## config.mk

```make
export PLATFORM = sky130hd
export DESIGN_NAME = three_motor_stepper_positioner_flat
export DESIGN_NICKNAME = d
export VERILOG_FILES = /design/src/hdl/tmsp_pkg.sv /design/src/hdl/tmsp_ifs.sv /design/src/hdl/three_motor_stepper_positioner.sv /design/src/flat_wrapper.sv
export SDC_FILE = /design/constraint.sdc
export NUM_CORES = 1
export LEC_CHECK = 0
export BUFFER_PORTS_ARGS = -buffer_cell sky130_fd_sc_hd__buf_4
export CORE_MARGIN = 3
export CORE_UTILIZATION = 31
export CTS_CLUSTER_DIAMETER = 50
export DETAILED_ROUTE_END_ITERATION = 10
export PLACE_DENSITY = 0.47
export SYNTH_ARGS = -nofsm -noshare
export SYNTH_HDL_FRONTEND = slang
export SYNTH_SLANG_ARGS = --single-unit
```

## constraint.sdc

```tcl
create_clock -name i_clk -period 16.35 [get_ports i_clk]
set_input_delay 2.4525 -clock i_clk [delete_from_list [all_inputs] [get_ports i_clk]]
set_output_delay 2.4525 -clock i_clk [all_outputs]
set_load 0.005 [all_outputs]
```

## src/hdl/tmsp_pkg.sv

```systemverilog
// shared constants, types and helpers for the three-motor stepper positioner
`default_nettype none

package tmsp_pkg;

    localparam int MOTOR_COUNT    = 3;
    localparam int MOTOR_IDX_W    = 2;
    localparam int ENCODER_COUNTS = 4096;
    localparam int ENC_HALF       = ENCODER_COUNTS / 2;

    typedef logic [1:0]         t_cmd;
    typedef logic [2:0]         t_reg_idx;
    typedef logic signed [17:0] t_err;
    typedef logic [16:0]        t_mag;
    typedef logic [16:0]        t_ticks;
    typedef logic signed [17:0] t_delay_sum;

    localparam t_cmd CMD_TICK = 2'd0;
    localparam t_cmd CMD_TURN = 2'd1;
    localparam t_cmd CMD_HOME = 2'd2;
    localparam t_cmd CMD_NOP  = 2'd3;

    localparam t_reg_idx REG_OUTER_BAND   = 3'd0;
    localparam t_reg_idx REG_INNER_BAND   = 3'd1;
    localparam t_reg_idx REG_RAMP_DIST    = 3'd2;
    localparam t_reg_idx REG_START_STEP   = 3'd3;
    localparam t_reg_idx REG_MIN_STEP     = 3'd4;
    localparam t_reg_idx REG_RAMP_INC     = 3'd5;

    localparam logic [11:0] RST_OUTER_BAND = 12'd20;
    localparam logic [11:0] RST_INNER_BAND = 12'd5;
    localparam logic [11:0] RST_RAMP_DIST  = 12'd200;
    localparam logic [15:0] RST_START_STEP = 16'd3000;
    localparam logic [15:0] RST_MIN_STEP   = 16'd1000;
    localparam logic [15:0] RST_RAMP_INC   = 16'd10;
    localparam logic [15:0] RST_DELAY      = 16'hFFFF;

    localparam t_ticks TICK_MAX = 17'h1FFFF;

    localparam t_err ERR_HALF   = t_err'(ENC_HALF);
    localparam t_err ERR_COUNTS = t_err'(ENCODER_COUNTS);

    // full-step coil sequence, bit0 is coil line 0
    function automatic logic [3:0] phase_coils(input logic [1:0] phase);
        logic [3:0] coils;
        case (phase)
            2'd0:    coils = 4'h5;
            2'd1:    coils = 4'h6;
            2'd2:    coils = 4'hA;
            2'd3:    coils = 4'h9;
            default: coils = 4'h0;
        endcase
        return coils;
    endfunction

endpackage

`default_nettype wire

```

## src/hdl/tmsp_ifs.sv

```systemverilog
// valid/ready channels for command items and drive results
`default_nettype none

interface tmsp_req_if;
    logic               valid;
    logic               ready;
    logic [1:0]         cmd;
    logic [1:0]         motor_index;
    logic signed [15:0] turn_amount;
    logic signed [15:0] position_a;
    logic signed [15:0] position_b;
    logic signed [15:0] position_c;

    modport source (output valid, cmd, motor_index, turn_amount,
                    position_a, position_b, position_c, input ready);
    modport sink   (input valid, cmd, motor_index, turn_amount,
                    position_a, position_b, position_c, output ready);
endinterface

interface tmsp_rsp_if;
    logic       valid;
    logic       ready;
    logic [3:0] coil_pattern;
    logic [2:0] enable_lines;
    logic [1:0] selected_motor;
    logic       stepped;
    logic       step_direction;
    logic       all_done;

    modport source (output valid, coil_pattern, enable_lines, selected_motor,
                    stepped, step_direction, all_done, input ready);
    modport sink   (input valid, coil_pattern, enable_lines, selected_motor,
                    stepped, step_direction, all_done, output ready);
endinterface

`default_nettype wire

```

## src/hdl/three_motor_stepper_positioner.sv

```systemverilog
// top level: closed-loop positioner driving three steppers on shared coil lines
//
// usage
//   i_req carries one command transaction: tick (three encoder positions),
//   turn (signed offset added to one motor's target, saturating) or home
//   (all targets to zero). every command transaction yields exactly one
//   transaction on o_rsp with the coil lines, the one-hot enable, the chosen
//   motor, the step flag, the direction and the all-done flag.
//   an apb-style port (register i at byte address 4*i) sets the bands, the
//   ramp distance, the delay ceiling and floor and the ramp increment; it is
//   to be written only while no command is in flight (the block does not enforce this).
// timing
//   a transaction is registered on entry, evaluated in one pass against the
//   motor state and registered on exit; one transaction per cycle is
//   sustained while o_rsp is not stalled. the per-motor state is read in the
//   evaluation and written at the edge that loads the result register.
// reset and stall
//   synchronous active-low reset clears targets, flags, phases, counters and
//   coils, sets every step delay to all ones and loads the register defaults.
//   while o_rsp is stalled the result holds; one more transaction is taken
//   into the entry register, then i_req.ready drops.
`default_nettype none

module three_motor_stepper_positioner (
    input  wire logic        i_clk,
    input  wire logic        i_rst_n,
    tmsp_req_if.sink         i_req,
    tmsp_rsp_if.source       o_rsp,
    input  wire logic        psel,
    input  wire logic        penable,
    input  wire logic        pwrite,
    input  wire logic [4:0]  paddr,
    input  wire logic [31:0] pwdata,
    output logic      [31:0] prdata,
    output logic             pready
);

    localparam int MC = tmsp_pkg::MOTOR_COUNT;

    // configuration registers
    logic [11:0] r_outer_band;
    logic [11:0] r_inner_band;
    logic [11:0] r_ramp_dist;
    logic [15:0] r_start_step;
    logic [15:0] r_min_step;
    logic [15:0] r_ramp_inc;

    // entry register
    logic               r_in_valid;
    tmsp_pkg::t_cmd     r_in_cmd;
    logic [1:0]         r_in_motor_index;
    logic signed [15:0] r_in_turn_amount;
    logic signed [15:0] r_in_pos [MC];

    // motor state
    logic signed [15:0] r_target [MC];
    logic               r_active [MC];
    logic [1:0]         r_phase  [MC];
    logic [15:0]        r_delay  [MC];
    logic [tmsp_pkg::MOTOR_IDX_W-1:0] r_chosen;
    tmsp_pkg::t_ticks   r_ticks;
    logic [3:0]         r_coils;

    // next state
    logic signed [15:0] n_target [MC];
    logic               n_active [MC];
    logic [1:0]         n_phase  [MC];
    logic [15:0]        n_delay  [MC];
    logic [tmsp_pkg::MOTOR_IDX_W-1:0] n_chosen;
    tmsp_pkg::t_ticks   n_ticks;
    logic [3:0]         n_coils;
    logic               n_stepped;
    logic               n_dir;
    logic               n_all_done;

    // result register
    logic       r_out_valid;
    logic [3:0] r_out_coils;
    logic [2:0] r_out_enable;
    logic [1:0] r_out_selected;
    logic       r_out_stepped;
    logic       r_out_dir;
    logic       r_out_all_done;

    // evaluation temporaries
    logic                 advance;
    logic                 in_take;
    logic                 cfg_write;
    tmsp_pkg::t_err       diff    [MC];
    tmsp_pkg::t_err       err     [MC];
    tmsp_pkg::t_err       err_neg [MC];
    tmsp_pkg::t_mag       mag     [MC];
    logic                 biggest [MC];
    logic                 pick_found;
    logic                 any_active;
    logic [tmsp_pkg::MOTOR_IDX_W-1:0] pick;
    logic signed [15:0]   turn_base;
    logic signed [16:0]   turn_sum;
    tmsp_pkg::t_ticks     ticks_inc;
    tmsp_pkg::t_delay_sum delay_sum;
    logic [15:0]          delay_clamped;
    logic [1:0]           phase_next;

    // ---------------- handshake ----------------
    assign advance     = r_in_valid && (!r_out_valid || o_rsp.ready);
    assign i_req.ready = !r_in_valid || advance;
    assign in_take     = i_req.valid && i_req.ready;

    always_ff @(posedge i_clk) begin
        if (!i_rst_n) begin
            r_in_valid <= 1'b0;
        end else if (i_req.ready) begin
            r_in_valid <= i_req.valid;
        end
    end

    always_ff @(posedge i_clk) begin
        if (in_take) begin
            r_in_cmd         <= i_req.cmd;
            r_in_motor_index <= i_req.motor_index;
            r_in_turn_amount <= i_req.turn_amount;
            r_in_pos[0]      <= i_req.position_a;
            r_in_pos[1]      <= i_req.position_b;
            r_in_pos[2]      <= i_req.position_c;
        end
    end

    // ---------------- configuration port ----------------
    assign pready    = 1'b1;
    assign cfg_write = psel && penable && pwrite && pready;

    always_ff @(posedge i_clk) begin
        if (!i_rst_n) begin
            r_outer_band <= tmsp_pkg::RST_OUTER_BAND;
            r_inner_band <= tmsp_pkg::RST_INNER_BAND;
            r_ramp_dist  <= tmsp_pkg::RST_RAMP_DIST;
            r_start_step <= tmsp_pkg::RST_START_STEP;
            r_min_step   <= tmsp_pkg::RST_MIN_STEP;
            r_ramp_inc   <= tmsp_pkg::RST_RAMP_INC;
        end else if (cfg_write) begin
            case (paddr[4:2])
                tmsp_pkg::REG_OUTER_BAND: r_outer_band <= pwdata[11:0];
                tmsp_pkg::REG_INNER_BAND: r_inner_band <= pwdata[11:0];
                tmsp_pkg::REG_RAMP_DIST:  r_ramp_dist  <= pwdata[11:0];
                tmsp_pkg::REG_START_STEP: r_start_step <= pwdata[15:0];
                tmsp_pkg::REG_MIN_STEP:   r_min_step   <= pwdata[15:0];
                tmsp_pkg::REG_RAMP_INC:   r_ramp_inc   <= pwdata[15:0];
                default: ;
            endcase
        end
    end

    always_comb begin
        case (paddr[4:2])
            tmsp_pkg::REG_OUTER_BAND: prdata = {20'd0, r_outer_band};
            tmsp_pkg::REG_INNER_BAND: prdata = {20'd0, r_inner_band};
            tmsp_pkg::REG_RAMP_DIST:  prdata = {20'd0, r_ramp_dist};
            tmsp_pkg::REG_START_STEP: prdata = {16'd0, r_start_step};
            tmsp_pkg::REG_MIN_STEP:   prdata = {16'd0, r_min_step};
            tmsp_pkg::REG_RAMP_INC:   prdata = {16'd0, r_ramp_inc};
            default:                  prdata = 32'd0;
        endcase
    end

    // ---------------- per-motor error and hysteresis ----------------
    always_comb begin
        for (int i = 0; i < MC; i++) begin
            diff[i] = {{2{r_target[i][15]}}, r_target[i]}
                    - {{2{r_in_pos[i][15]}}, r_in_pos[i]};
            // wrap once into the half-turn window
            if (diff[i] > tmsp_pkg::ERR_HALF) begin
                err[i] = diff[i] - tmsp_pkg::ERR_COUNTS;
            end else if (diff[i] < -tmsp_pkg::ERR_HALF) begin
                err[i] = diff[i] + tmsp_pkg::ERR_COUNTS;
            end else begin
                err[i] = diff[i];
            end
            err_neg[i] = -err[i];
            mag[i]     = err[i][17] ? err_neg[i][16:0] : err[i][16:0];
        end
    end

    // ---------------- motor selection ----------------
    // a motor wins if active and strictly larger than every later motor;
    // the lowest such index is taken
    always_comb begin
        pick_found = 1'b0;
        pick       = '0;
        any_active = 1'b0;
        for (int i = MC - 1; i >= 0; i--) begin
            if (r_in_cmd == tmsp_pkg::CMD_TICK) begin
                n_active[i] = r_active[i];
                if (mag[i] > {5'd0, r_outer_band}) begin
                    n_active[i] = 1'b1;
                end
                if (mag[i] < {5'd0, r_inner_band}) begin
                    n_active[i] = 1'b0;
                end
            end else begin
                n_active[i] = r_active[i];
            end
            any_active = any_active | n_active[i];
            biggest[i] = n_active[i];
            for (int j = i + 1; j < MC; j++) begin
                if (!(mag[i] > mag[j])) begin
                    biggest[i] = 1'b0;
                end
            end
            if (biggest[i]) begin
                pick_found = 1'b1;
                pick       = tmsp_pkg::MOTOR_IDX_W'(i);
            end
        end
    end

    // ---------------- ramp, step and command handling ----------------
    // target of the addressed motor, zero beyond the motor count
    always_comb begin
        turn_base = '0;
        for (int k = 0; k < MC; k++) begin
            if (r_in_motor_index == 2'(k)) begin
                turn_base = r_target[k];
            end
        end
    end

    assign turn_sum  = {turn_base[15], turn_base}
                     + {r_in_turn_amount[15], r_in_turn_amount};
    assign ticks_inc = (r_ticks < tmsp_pkg::TICK_MAX) ? r_ticks + 17'd1 : r_ticks;

    always_comb begin
        if (mag[pick] > {5'd0, r_ramp_dist}) begin
            delay_sum = {2'b00, r_delay[pick]} - {2'b00, r_ramp_inc};
        end else begin
            delay_sum = {2'b00, r_delay[pick]} + {2'b00, r_ramp_inc};
        end
        // floor wins over ceiling
        if (delay_sum < $signed({2'b00, r_min_step})) begin
            delay_clamped = r_min_step;
        end else if (delay_sum > $signed({2'b00, r_start_step})) begin
            delay_clamped = (r_start_step < r_min_step) ? r_min_step : r_start_step;
        end else begin
            delay_clamped = delay_sum[15:0];
        end
        phase_next = r_phase[pick] + (err[pick][17] ? 2'd1 : 2'd3);
    end

    always_comb begin
        for (int i = 0; i < MC; i++) begin
            n_target[i] = r_target[i];
            n_phase[i]  = r_phase[i];
            n_delay[i]  = r_delay[i];
        end
        n_chosen   = r_chosen;
        n_ticks    = r_ticks;
        n_coils    = r_coils;
        n_stepped  = 1'b0;
        n_dir      = 1'b0;
        n_all_done = !any_active;

        case (r_in_cmd)
            tmsp_pkg::CMD_TURN: begin
                for (int i = 0; i < MC; i++) begin
                    if (r_in_motor_index == 2'(i)) begin
                        if (turn_sum[16] != turn_sum[15]) begin
                            n_target[i] = turn_sum[16] ? 16'sh8000 : 16'sh7FFF;
                        end else begin
                            n_target[i] = turn_sum[15:0];
                        end
                        n_ticks = '0;
                    end
                end
            end
            tmsp_pkg::CMD_HOME: begin
                for (int i = 0; i < MC; i++) begin
                    n_target[i] = '0;
                end
            end
            tmsp_pkg::CMD_TICK: begin
                n_ticks = ticks_inc;
                if (!any_active || !pick_found) begin
                    n_coils = 4'h0;
                end else begin
                    n_chosen       = pick;
                    n_dir          = err[pick][17];
                    n_delay[pick]  = delay_clamped;
                    if (ticks_inc > {1'b0, delay_clamped}) begin
                        n_ticks        = '0;
                        n_phase[pick]  = phase_next;
                        n_coils        = tmsp_pkg::phase_coils(phase_next);
                        n_stepped      = 1'b1;
                    end
                end
            end
            default: ;
        endcase
    end

    always_ff @(posedge i_clk) begin
        if (!i_rst_n) begin
            for (int i = 0; i < MC; i++) begin
                r_target[i] <= '0;
                r_active[i] <= 1'b0;
                r_phase[i]  <= '0;
                r_delay[i]  <= tmsp_pkg::RST_DELAY;
            end
            r_chosen <= '0;
            r_ticks  <= '0;
            r_coils  <= '0;
        end else if (advance) begin
            for (int i = 0; i < MC; i++) begin
                r_target[i] <= n_target[i];
                r_active[i] <= n_active[i];
                r_phase[i]  <= n_phase[i];
                r_delay[i]  <= n_delay[i];
            end
            r_chosen <= n_chosen;
            r_ticks  <= n_ticks;
            r_coils  <= n_coils;
        end
    end

    // ---------------- result register ----------------
    always_ff @(posedge i_clk) begin
        if (!i_rst_n) begin
            r_out_valid <= 1'b0;
        end else if (advance) begin
            r_out_valid <= 1'b1;
        end else if (o_rsp.ready) begin
            r_out_valid <= 1'b0;
        end
    end

    always_ff @(posedge i_clk) begin
        if (advance) begin
            r_out_coils    <= n_coils;
            r_out_enable   <= 3'b001 << n_chosen;
            r_out_selected <= n_chosen;
            r_out_stepped  <= n_stepped;
            r_out_dir      <= n_dir;
            r_out_all_done <= n_all_done;
        end
    end

    assign o_rsp.valid          = r_out_valid;
    assign o_rsp.coil_pattern   = r_out_coils;
    assign o_rsp.enable_lines   = r_out_enable;
    assign o_rsp.selected_motor = r_out_selected;
    assign o_rsp.stepped        = r_out_stepped;
    assign o_rsp.step_direction = r_out_dir;
    assign o_rsp.all_done       = r_out_all_done;

endmodule

`default_nettype wire

```

## src/flat_wrapper.sv

```systemverilog
// flat-port wrapper written by rule: the top's interface ports become plain ports
module three_motor_stepper_positioner_flat 
  (i_clk, i_rst_n, psel, penable, pwrite, paddr, pwdata, prdata, pready, i_req_valid, i_req_cmd, i_req_motor_index, i_req_turn_amount, i_req_position_a, i_req_position_b, i_req_position_c, i_req_ready, o_rsp_valid, o_rsp_coil_pattern, o_rsp_enable_lines, o_rsp_selected_motor, o_rsp_stepped, o_rsp_step_direction, o_rsp_all_done, o_rsp_ready);
  tmsp_req_if i_req_i ();
  tmsp_rsp_if o_rsp_i ();
  input  wire logic i_clk;
  input  wire logic i_rst_n;
  input  wire logic psel;
  input  wire logic penable;
  input  wire logic pwrite;
  input  wire logic [4:0] paddr;
  input  wire logic [31:0] pwdata;
  output logic      [31:0] prdata;
  output logic pready;
  input wire logic [$bits(i_req_i.valid)-1:0] i_req_valid;
  input wire logic [$bits(i_req_i.cmd)-1:0] i_req_cmd;
  input wire logic [$bits(i_req_i.motor_index)-1:0] i_req_motor_index;
  input wire logic [$bits(i_req_i.turn_amount)-1:0] i_req_turn_amount;
  input wire logic [$bits(i_req_i.position_a)-1:0] i_req_position_a;
  input wire logic [$bits(i_req_i.position_b)-1:0] i_req_position_b;
  input wire logic [$bits(i_req_i.position_c)-1:0] i_req_position_c;
  output wire logic [$bits(i_req_i.ready)-1:0] i_req_ready;
  output wire logic [$bits(o_rsp_i.valid)-1:0] o_rsp_valid;
  output wire logic [$bits(o_rsp_i.coil_pattern)-1:0] o_rsp_coil_pattern;
  output wire logic [$bits(o_rsp_i.enable_lines)-1:0] o_rsp_enable_lines;
  output wire logic [$bits(o_rsp_i.selected_motor)-1:0] o_rsp_selected_motor;
  output wire logic [$bits(o_rsp_i.stepped)-1:0] o_rsp_stepped;
  output wire logic [$bits(o_rsp_i.step_direction)-1:0] o_rsp_step_direction;
  output wire logic [$bits(o_rsp_i.all_done)-1:0] o_rsp_all_done;
  input wire logic [$bits(o_rsp_i.ready)-1:0] o_rsp_ready;
  assign i_req_i.valid = i_req_valid;
  assign i_req_i.cmd = i_req_cmd;
  assign i_req_i.motor_index = i_req_motor_index;
  assign i_req_i.turn_amount = i_req_turn_amount;
  assign i_req_i.position_a = i_req_position_a;
  assign i_req_i.position_b = i_req_position_b;
  assign i_req_i.position_c = i_req_position_c;
  assign i_req_ready = i_req_i.ready;
  assign o_rsp_valid = o_rsp_i.valid;
  assign o_rsp_coil_pattern = o_rsp_i.coil_pattern;
  assign o_rsp_enable_lines = o_rsp_i.enable_lines;
  assign o_rsp_selected_motor = o_rsp_i.selected_motor;
  assign o_rsp_stepped = o_rsp_i.stepped;
  assign o_rsp_step_direction = o_rsp_i.step_direction;
  assign o_rsp_all_done = o_rsp_i.all_done;
  assign o_rsp_i.ready = o_rsp_ready;
  three_motor_stepper_positioner u_core (.i_clk(i_clk), .i_rst_n(i_rst_n), .i_req(i_req_i), .o_rsp(o_rsp_i), .psel(psel), .penable(penable), .pwrite(pwrite), .paddr(paddr), .pwdata(pwdata), .prdata(prdata), .pready(pready));
endmodule
```

==> impl_results.html <==
<table>
<tr><th>Metric</th><th>Value</th></tr>
<tr><th colspan="2">Status</th></tr>
<tr><td>Result of the run</td><td>finished clean</td></tr>
<tr><th colspan="2">Die</th></tr>
<tr><td>Top-level I/O count</td><td>159</td></tr>
<tr><td>Total number of placement rows</td><td>104</td></tr>
<tr><td>Overall die area</td><td>86200 µm²</td></tr>
<tr><td>Core footprint</td><td>81200 µm²</td></tr>
<tr><td>Die outline height</td><td>294 µm</td></tr>
<tr><td>Effective utilization at floorplan</td><td>31.6%</td></tr>
<tr><td>Die Span X</td><td>294 µm</td></tr>
<tr><th colspan="2">Clock tree</th></tr>
<tr><td>Longest Clk Path Bufs</td><td>3</td></tr>
<tr><td>Num CTS Buffers</td><td>48</td></tr>
<tr><td>Depth of the CTS H-tree</td><td>2</td></tr>
<tr><td>Clock latency on the worst-skew pair</td><td>590 ps</td></tr>
<tr><td>Number of buffers inserted by hold repair at cts</td><td>0</td></tr>
<tr><td>Clock Pin Slew Worst Setup and Hold Paths</td><td>60 ps</td></tr>
<tr><td>Clock sink count</td><td>294</td></tr>
<tr><td>Cell at the root of the clock tree</td><td>sky130_fd_sc_hd__clkbuf_16</td></tr>
<tr><td>TritonCTS clock tree</td><td>yes</td></tr>
<tr><th colspan="2">Timing</th></tr>
<tr><td>Final Hold Viols</td><td>0</td></tr>
<tr><td>Worst slew slack as a fraction of its limit</td><td>30.0%</td></tr>
<tr><td>Crit path time final</td><td>15660 ps</td></tr>
<tr><td>F_max</td><td>63.8 MHz</td></tr>
<tr><td>Worst-margin pin slew</td><td>1050 ps</td></tr>
<tr><td>Worst Skew</td><td>19.1 ps</td></tr>
<tr><td>Final setup violation count</td><td>0</td></tr>
<tr><td>Slew Viols, Final</td><td>0</td></tr>
<tr><td>Post-route setup TNS</td><td>0 ps</td></tr>
<tr><td>Final period util</td><td>95.8%</td></tr>
<tr><th colspan="2">Power</th></tr>
<tr><td>Static leakage</td><td>14.4 nW</td></tr>
<tr><td>Total power divided by cell area</td><td>240 nW/µm²</td></tr>
<tr><td>Worst IR drop on VDD</td><td>0.235 mV</td></tr>
<tr><th colspan="2">Logic synthesis</th></tr>
<tr><td>Syn Area/Cell</td><td>8.67 µm²</td></tr>
<tr><td>Total number of yosys warnings</td><td>0</td></tr>
<tr><td>Xor and xnor area share after synthesis</td><td>3.94%</td></tr>
<tr><td>Fraction of the mapped netlist area in compound gates</td><td>25.8%</td></tr>
<tr><td>Number of synthesized flops with an enable pin</td><td>185</td></tr>
<tr><td>Count of distinct cell types in the synthesized netlist</td><td>113</td></tr>
<tr><td>Multiplexer share of the synthesized area</td><td>2.04%</td></tr>
<tr><td>Leading register cell type out of synthesis</td><td>sky130_fd_sc_hd__edfxtp_1</td></tr>
<tr><td>Number of synthesized register bits</td><td>294</td></tr>
<tr><td>Area share of fa/ha/maj cells after synthesis</td><td>15.1%</td></tr>
<tr><td>Cell area after synthesis</td><td>25600 µm²</td></tr>
<tr><td>Combinational family with the most area after synthesis</td><td>compound AO/OA/AOI/OAI gates</td></tr>
<tr><td>Largest cells by area after synthesis</td><td>sky130_fd_sc_hd__edfxtp_1 22%, sky130_fd_sc_hd__ha_1 15%, sky130_fd_sc_hd__dfxtp_1 8.5%, sky130_fd_sc_hd__nand2_1 4.8%, sky130_fd_sc_hd__inv_1 3.5%</td></tr>
<tr><td>Post-synth ARST share</td><td>0%</td></tr>
<tr><td>Area share of and/or/nand/nor cells after synthesis</td><td>17.0%</td></tr>
<tr><td>Mapped Cells</td><td>2954</td></tr>
<tr><td>Register area share after synthesis</td><td>30.2%</td></tr>
<tr><td>Top cell type by total area after synthesis</td><td>sky130_fd_sc_hd__edfxtp_1</td></tr>
<tr><td>Post-synth top area share</td><td>21.7%</td></tr>
<tr><th colspan="2">Setup path</th></tr>
<tr><td>Top cell by count, worst path</td><td>sky130_fd_sc_hd__o21a_1</td></tr>
<tr><td>Type of element launching the critical path</td><td>register</td></tr>
<tr><td>Beginning of the worst register-to-register path</td><td>u_core.r_target[0][40]$_SDFFCE_PN0P_</td></tr>
<tr><td>Worst setup endpoint</td><td>u_core.r_phase[2][1]$_SDFFCE_PN0P_</td></tr>
<tr><td>Slowest cell on the critical path</td><td>sky130_fd_sc_hd__edfxtp_1</td></tr>
<tr><td>Crit path arrival time</td><td>15960 ps</td></tr>
<tr><td>Worst EP required</td><td>16650 ps</td></tr>
<tr><td>Delay of the slowest cell on the worst path</td><td>510 ps</td></tr>
<tr><td>CP endpoint kind</td><td>register</td></tr>
<tr><td>Maximum fanout along the worst path</td><td>8</td></tr>
<tr><td>Number of cells on the worst reg-to-reg path</td><td>82</td></tr>
<tr><td>Endpoint of the worst-slack reg-to-reg timing path</td><td>u_core.r_phase[2][1]$_SDFFCE_PN0P_</td></tr>
<tr><td>Source of the critical timing path</td><td>u_core.r_target[0][40]$_SDFFCE_PN0P_</td></tr>
<tr><td>Critical setup path kind</td><td>reg2reg</td></tr>
<tr><td>Setup slack of the most critical reg-to-reg path</td><td>690 ps</td></tr>
<tr><th colspan="2">Global routing</th></tr>
<tr><td>First-pass GRT wire length</td><td>143 mm</td></tr>
<tr><td>Overflow left after global routing</td><td>0</td></tr>
<tr><td>Largest net degree at the start of global routing</td><td>95</td></tr>
<tr><td>Number of global-route vias before repair</td><td>24300</td></tr>
<tr><td>GRT Total Usage</td><td>21.2%</td></tr>
<tr><td>Number of antenna violations at the first check in global routing</td><td>0</td></tr>
<tr><th colspan="2">Finish</th></tr>
<tr><td>Most common cell after layout, fill and taps aside</td><td>sky130_fd_sc_hd__buf_4</td></tr>
<tr><td>Nets</td><td>3961</td></tr>
<tr><td>Layout Area Growth over Synthesis</td><td>31.9%</td></tr>
<tr><td>Share of final-layout standard cells stronger than drive strength 1</td><td>26.0%</td></tr>
<tr><td>N_diodes</td><td>0</td></tr>
<tr><td>Most frequent cells in the layout</td><td>649 x sky130_fd_sc_hd__buf_4, 330 x sky130_fd_sc_hd__nand2_1, 288 x sky130_fd_sc_hd__ha_1, 236 x sky130_fd_sc_hd__inv_1, 185 x sky130_fd_sc_hd__edfxtp_1</td></tr>
<tr><td>Number of standard cells in the final layout excluding fillers</td><td>4645</td></tr>
<tr><th colspan="2">Route</th></tr>
<tr><td>Vias</td><td>24600</td></tr>
<tr><td>Average wire per cell in the routed design</td><td>20.2 µm</td></tr>
<tr><td>Average via count per standard cell</td><td>5.31</td></tr>
<tr><td>Number of DRC violations after detailed routing</td><td>0</td></tr>
<tr><td>Router iterations before antenna repair</td><td>6</td></tr>
<tr><td>First-iteration detailed-routing DRC count</td><td>1425</td></tr>
<tr><td>Overall routed net length</td><td>94.0 mm</td></tr>
<tr><td>Antenna-violating nets left</td><td>0</td></tr>
<tr><th colspan="2">Hold path</th></tr>
<tr><td>HP Class</td><td>reg2reg</td></tr>
<tr><th colspan="2">Placed design</th></tr>
<tr><td>Placed instance count</td><td>4530</td></tr>
<tr><td>DP HPWL</td><td>75.2 mm</td></tr>
<tr><td>RePlAce Congestion</td><td>0.913</td></tr>
<tr><td>PortBufs</td><td>123</td></tr>
<tr><th colspan="2">Flow run</th></tr>
<tr><td>Max-Cap Viols</td><td>0</td></tr>
</table>
-- cell type report --
class	count	area, µm²
Fill cell	8134	47400
Multi-Input combinational cell	2297	17000
Sequential cell	294	7740
Timing Repair Buffer	660	5000
Tap cell	1060	1330
Clock buffer	53	1260
Inverter	244	916
Clock inverter	37	533
-- sequential cells by signal, indices dropped and copies added (netlist names), 16 cells and up --
name,count
u_core.r_ticks,17
u_core.r_in_pos,48
u_core.r_ramp_inc,16
u_core.r_in_turn_amount,16
u_core.r_delay,48
u_core.r_start_step,16
u_core.r_min_step,16
u_core.r_target,48
-- stage by stage --
step | setup slack, ps | power, mW | hold WS, ps | cell area (µm²) | util (%)
after floorplan | 33.2 | 4.07 | 443 | 25700 | -
after global placement | -448 | 6.45 | 460 | 31200 | 38.4
after detailed placement | -529 | 6.58 | 468 | 31200 | 38.4
after CTS | 19.3 | 7.80 | 477 | 33100 | 40.8
after global routing | -69.8 | 8.72 | 505 | 33800 | 41.6
final | 687 | 8.10 | 480 | 33800 | 41.6
-- how the worst min path moves through the flow --
stage / startpoint / to / depth (start not counted)
6_report: u_core.r_inner_band[1]$_SDFFE_PN0P_ / u_core.r_inner_band[1]$_SDFFE_PN0P_ / 2
5_1_grt: u_core.r_outer_band[6]$_SDFFE_PN0P_ / u_core.r_outer_band[6]$_SDFFE_PN0P_ / 2
4_1_cts: u_core.r_inner_band[1]$_SDFFE_PN0P_ / u_core.r_inner_band[1]$_SDFFE_PN0P_ / 2
3_5_place_dp: u_core.r_inner_band[1]$_SDFFE_PN0P_ / u_core.r_inner_band[1]$_SDFFE_PN0P_ / 2
3_3_place_gp: u_core.r_inner_band[7]$_SDFFE_PN0P_ / u_core.r_inner_band[7]$_SDFFE_PN0P_ / 2
2_1_floorplan: u_core.r_inner_band[1]$_SDFFE_PN0P_ / u_core.r_inner_band[1]$_SDFFE_PN0P_ / 2
-- logic make-up (layout without fill, tap and decap cells) --
kind of cell | count (synthesis) | count (layout)
adders and majority gates | 305 | 305
xor gates and xnor gates | 112 | 112
other | 2 | 17
and+or+nand+nor | 886 | 886
buffers and inverters | 378 | 994
AOI/OAI and AO/OA | 929 | 929
DFF | 294 | 294
muxes | 48 | 48
-- where the power goes --
part           switching [mW]  internal (mW)  leakage [nW]  total [mW]
combinational            3.26           2.82          11.0        6.08
sequential             0.0333          0.852          2.60       0.885
clock                   0.407          0.729         0.874        1.14
-- worst max-delay path: cells and delay by family (launching register included) --
kind	cells	cell delay (ps)
compound gates	54	10030
flops	1	510
buf+inv	7	970
simple gates	14	2130
mux	1	220
fa+ha+maj	6	1490
-- cells in the mapped netlist, types with 65 or more instances --
cell,instances
sky130_fd_sc_hd__a21boi_0,76
sky130_fd_sc_hd__a21o_1,65
sky130_fd_sc_hd__a21oi_1,156
sky130_fd_sc_hd__clkbuf_1,91
sky130_fd_sc_hd__dfxtp_1,109
sky130_fd_sc_hd__edfxtp_1,185
sky130_fd_sc_hd__ha_1,298
sky130_fd_sc_hd__inv_1,240
sky130_fd_sc_hd__nand2_1,330
sky130_fd_sc_hd__nor2_1,138
sky130_fd_sc_hd__o21a_1,72
sky130_fd_sc_hd__o21ai_0,163
sky130_fd_sc_hd__xnor2_1,76
-- layer usage --
metal  GRT usage [%]  vias to the layer above  share of wire [%]
met2            35.7                      677                 47
met5               0                        -                  0
met4            7.24                        0                3.9
met1            28.3                    11800                 45
li1                -                    12100                  -
met3            2.23                      145                4.3
-- what timing repair did --
action	in CTS	in global routing
setup buffers	3	22
pin swaps	5	76
cloned	0	0
gates resized for setup	20	127
setup endpoints to repair	31	31
Note: power is estimated with default switching activity, not from simulation.
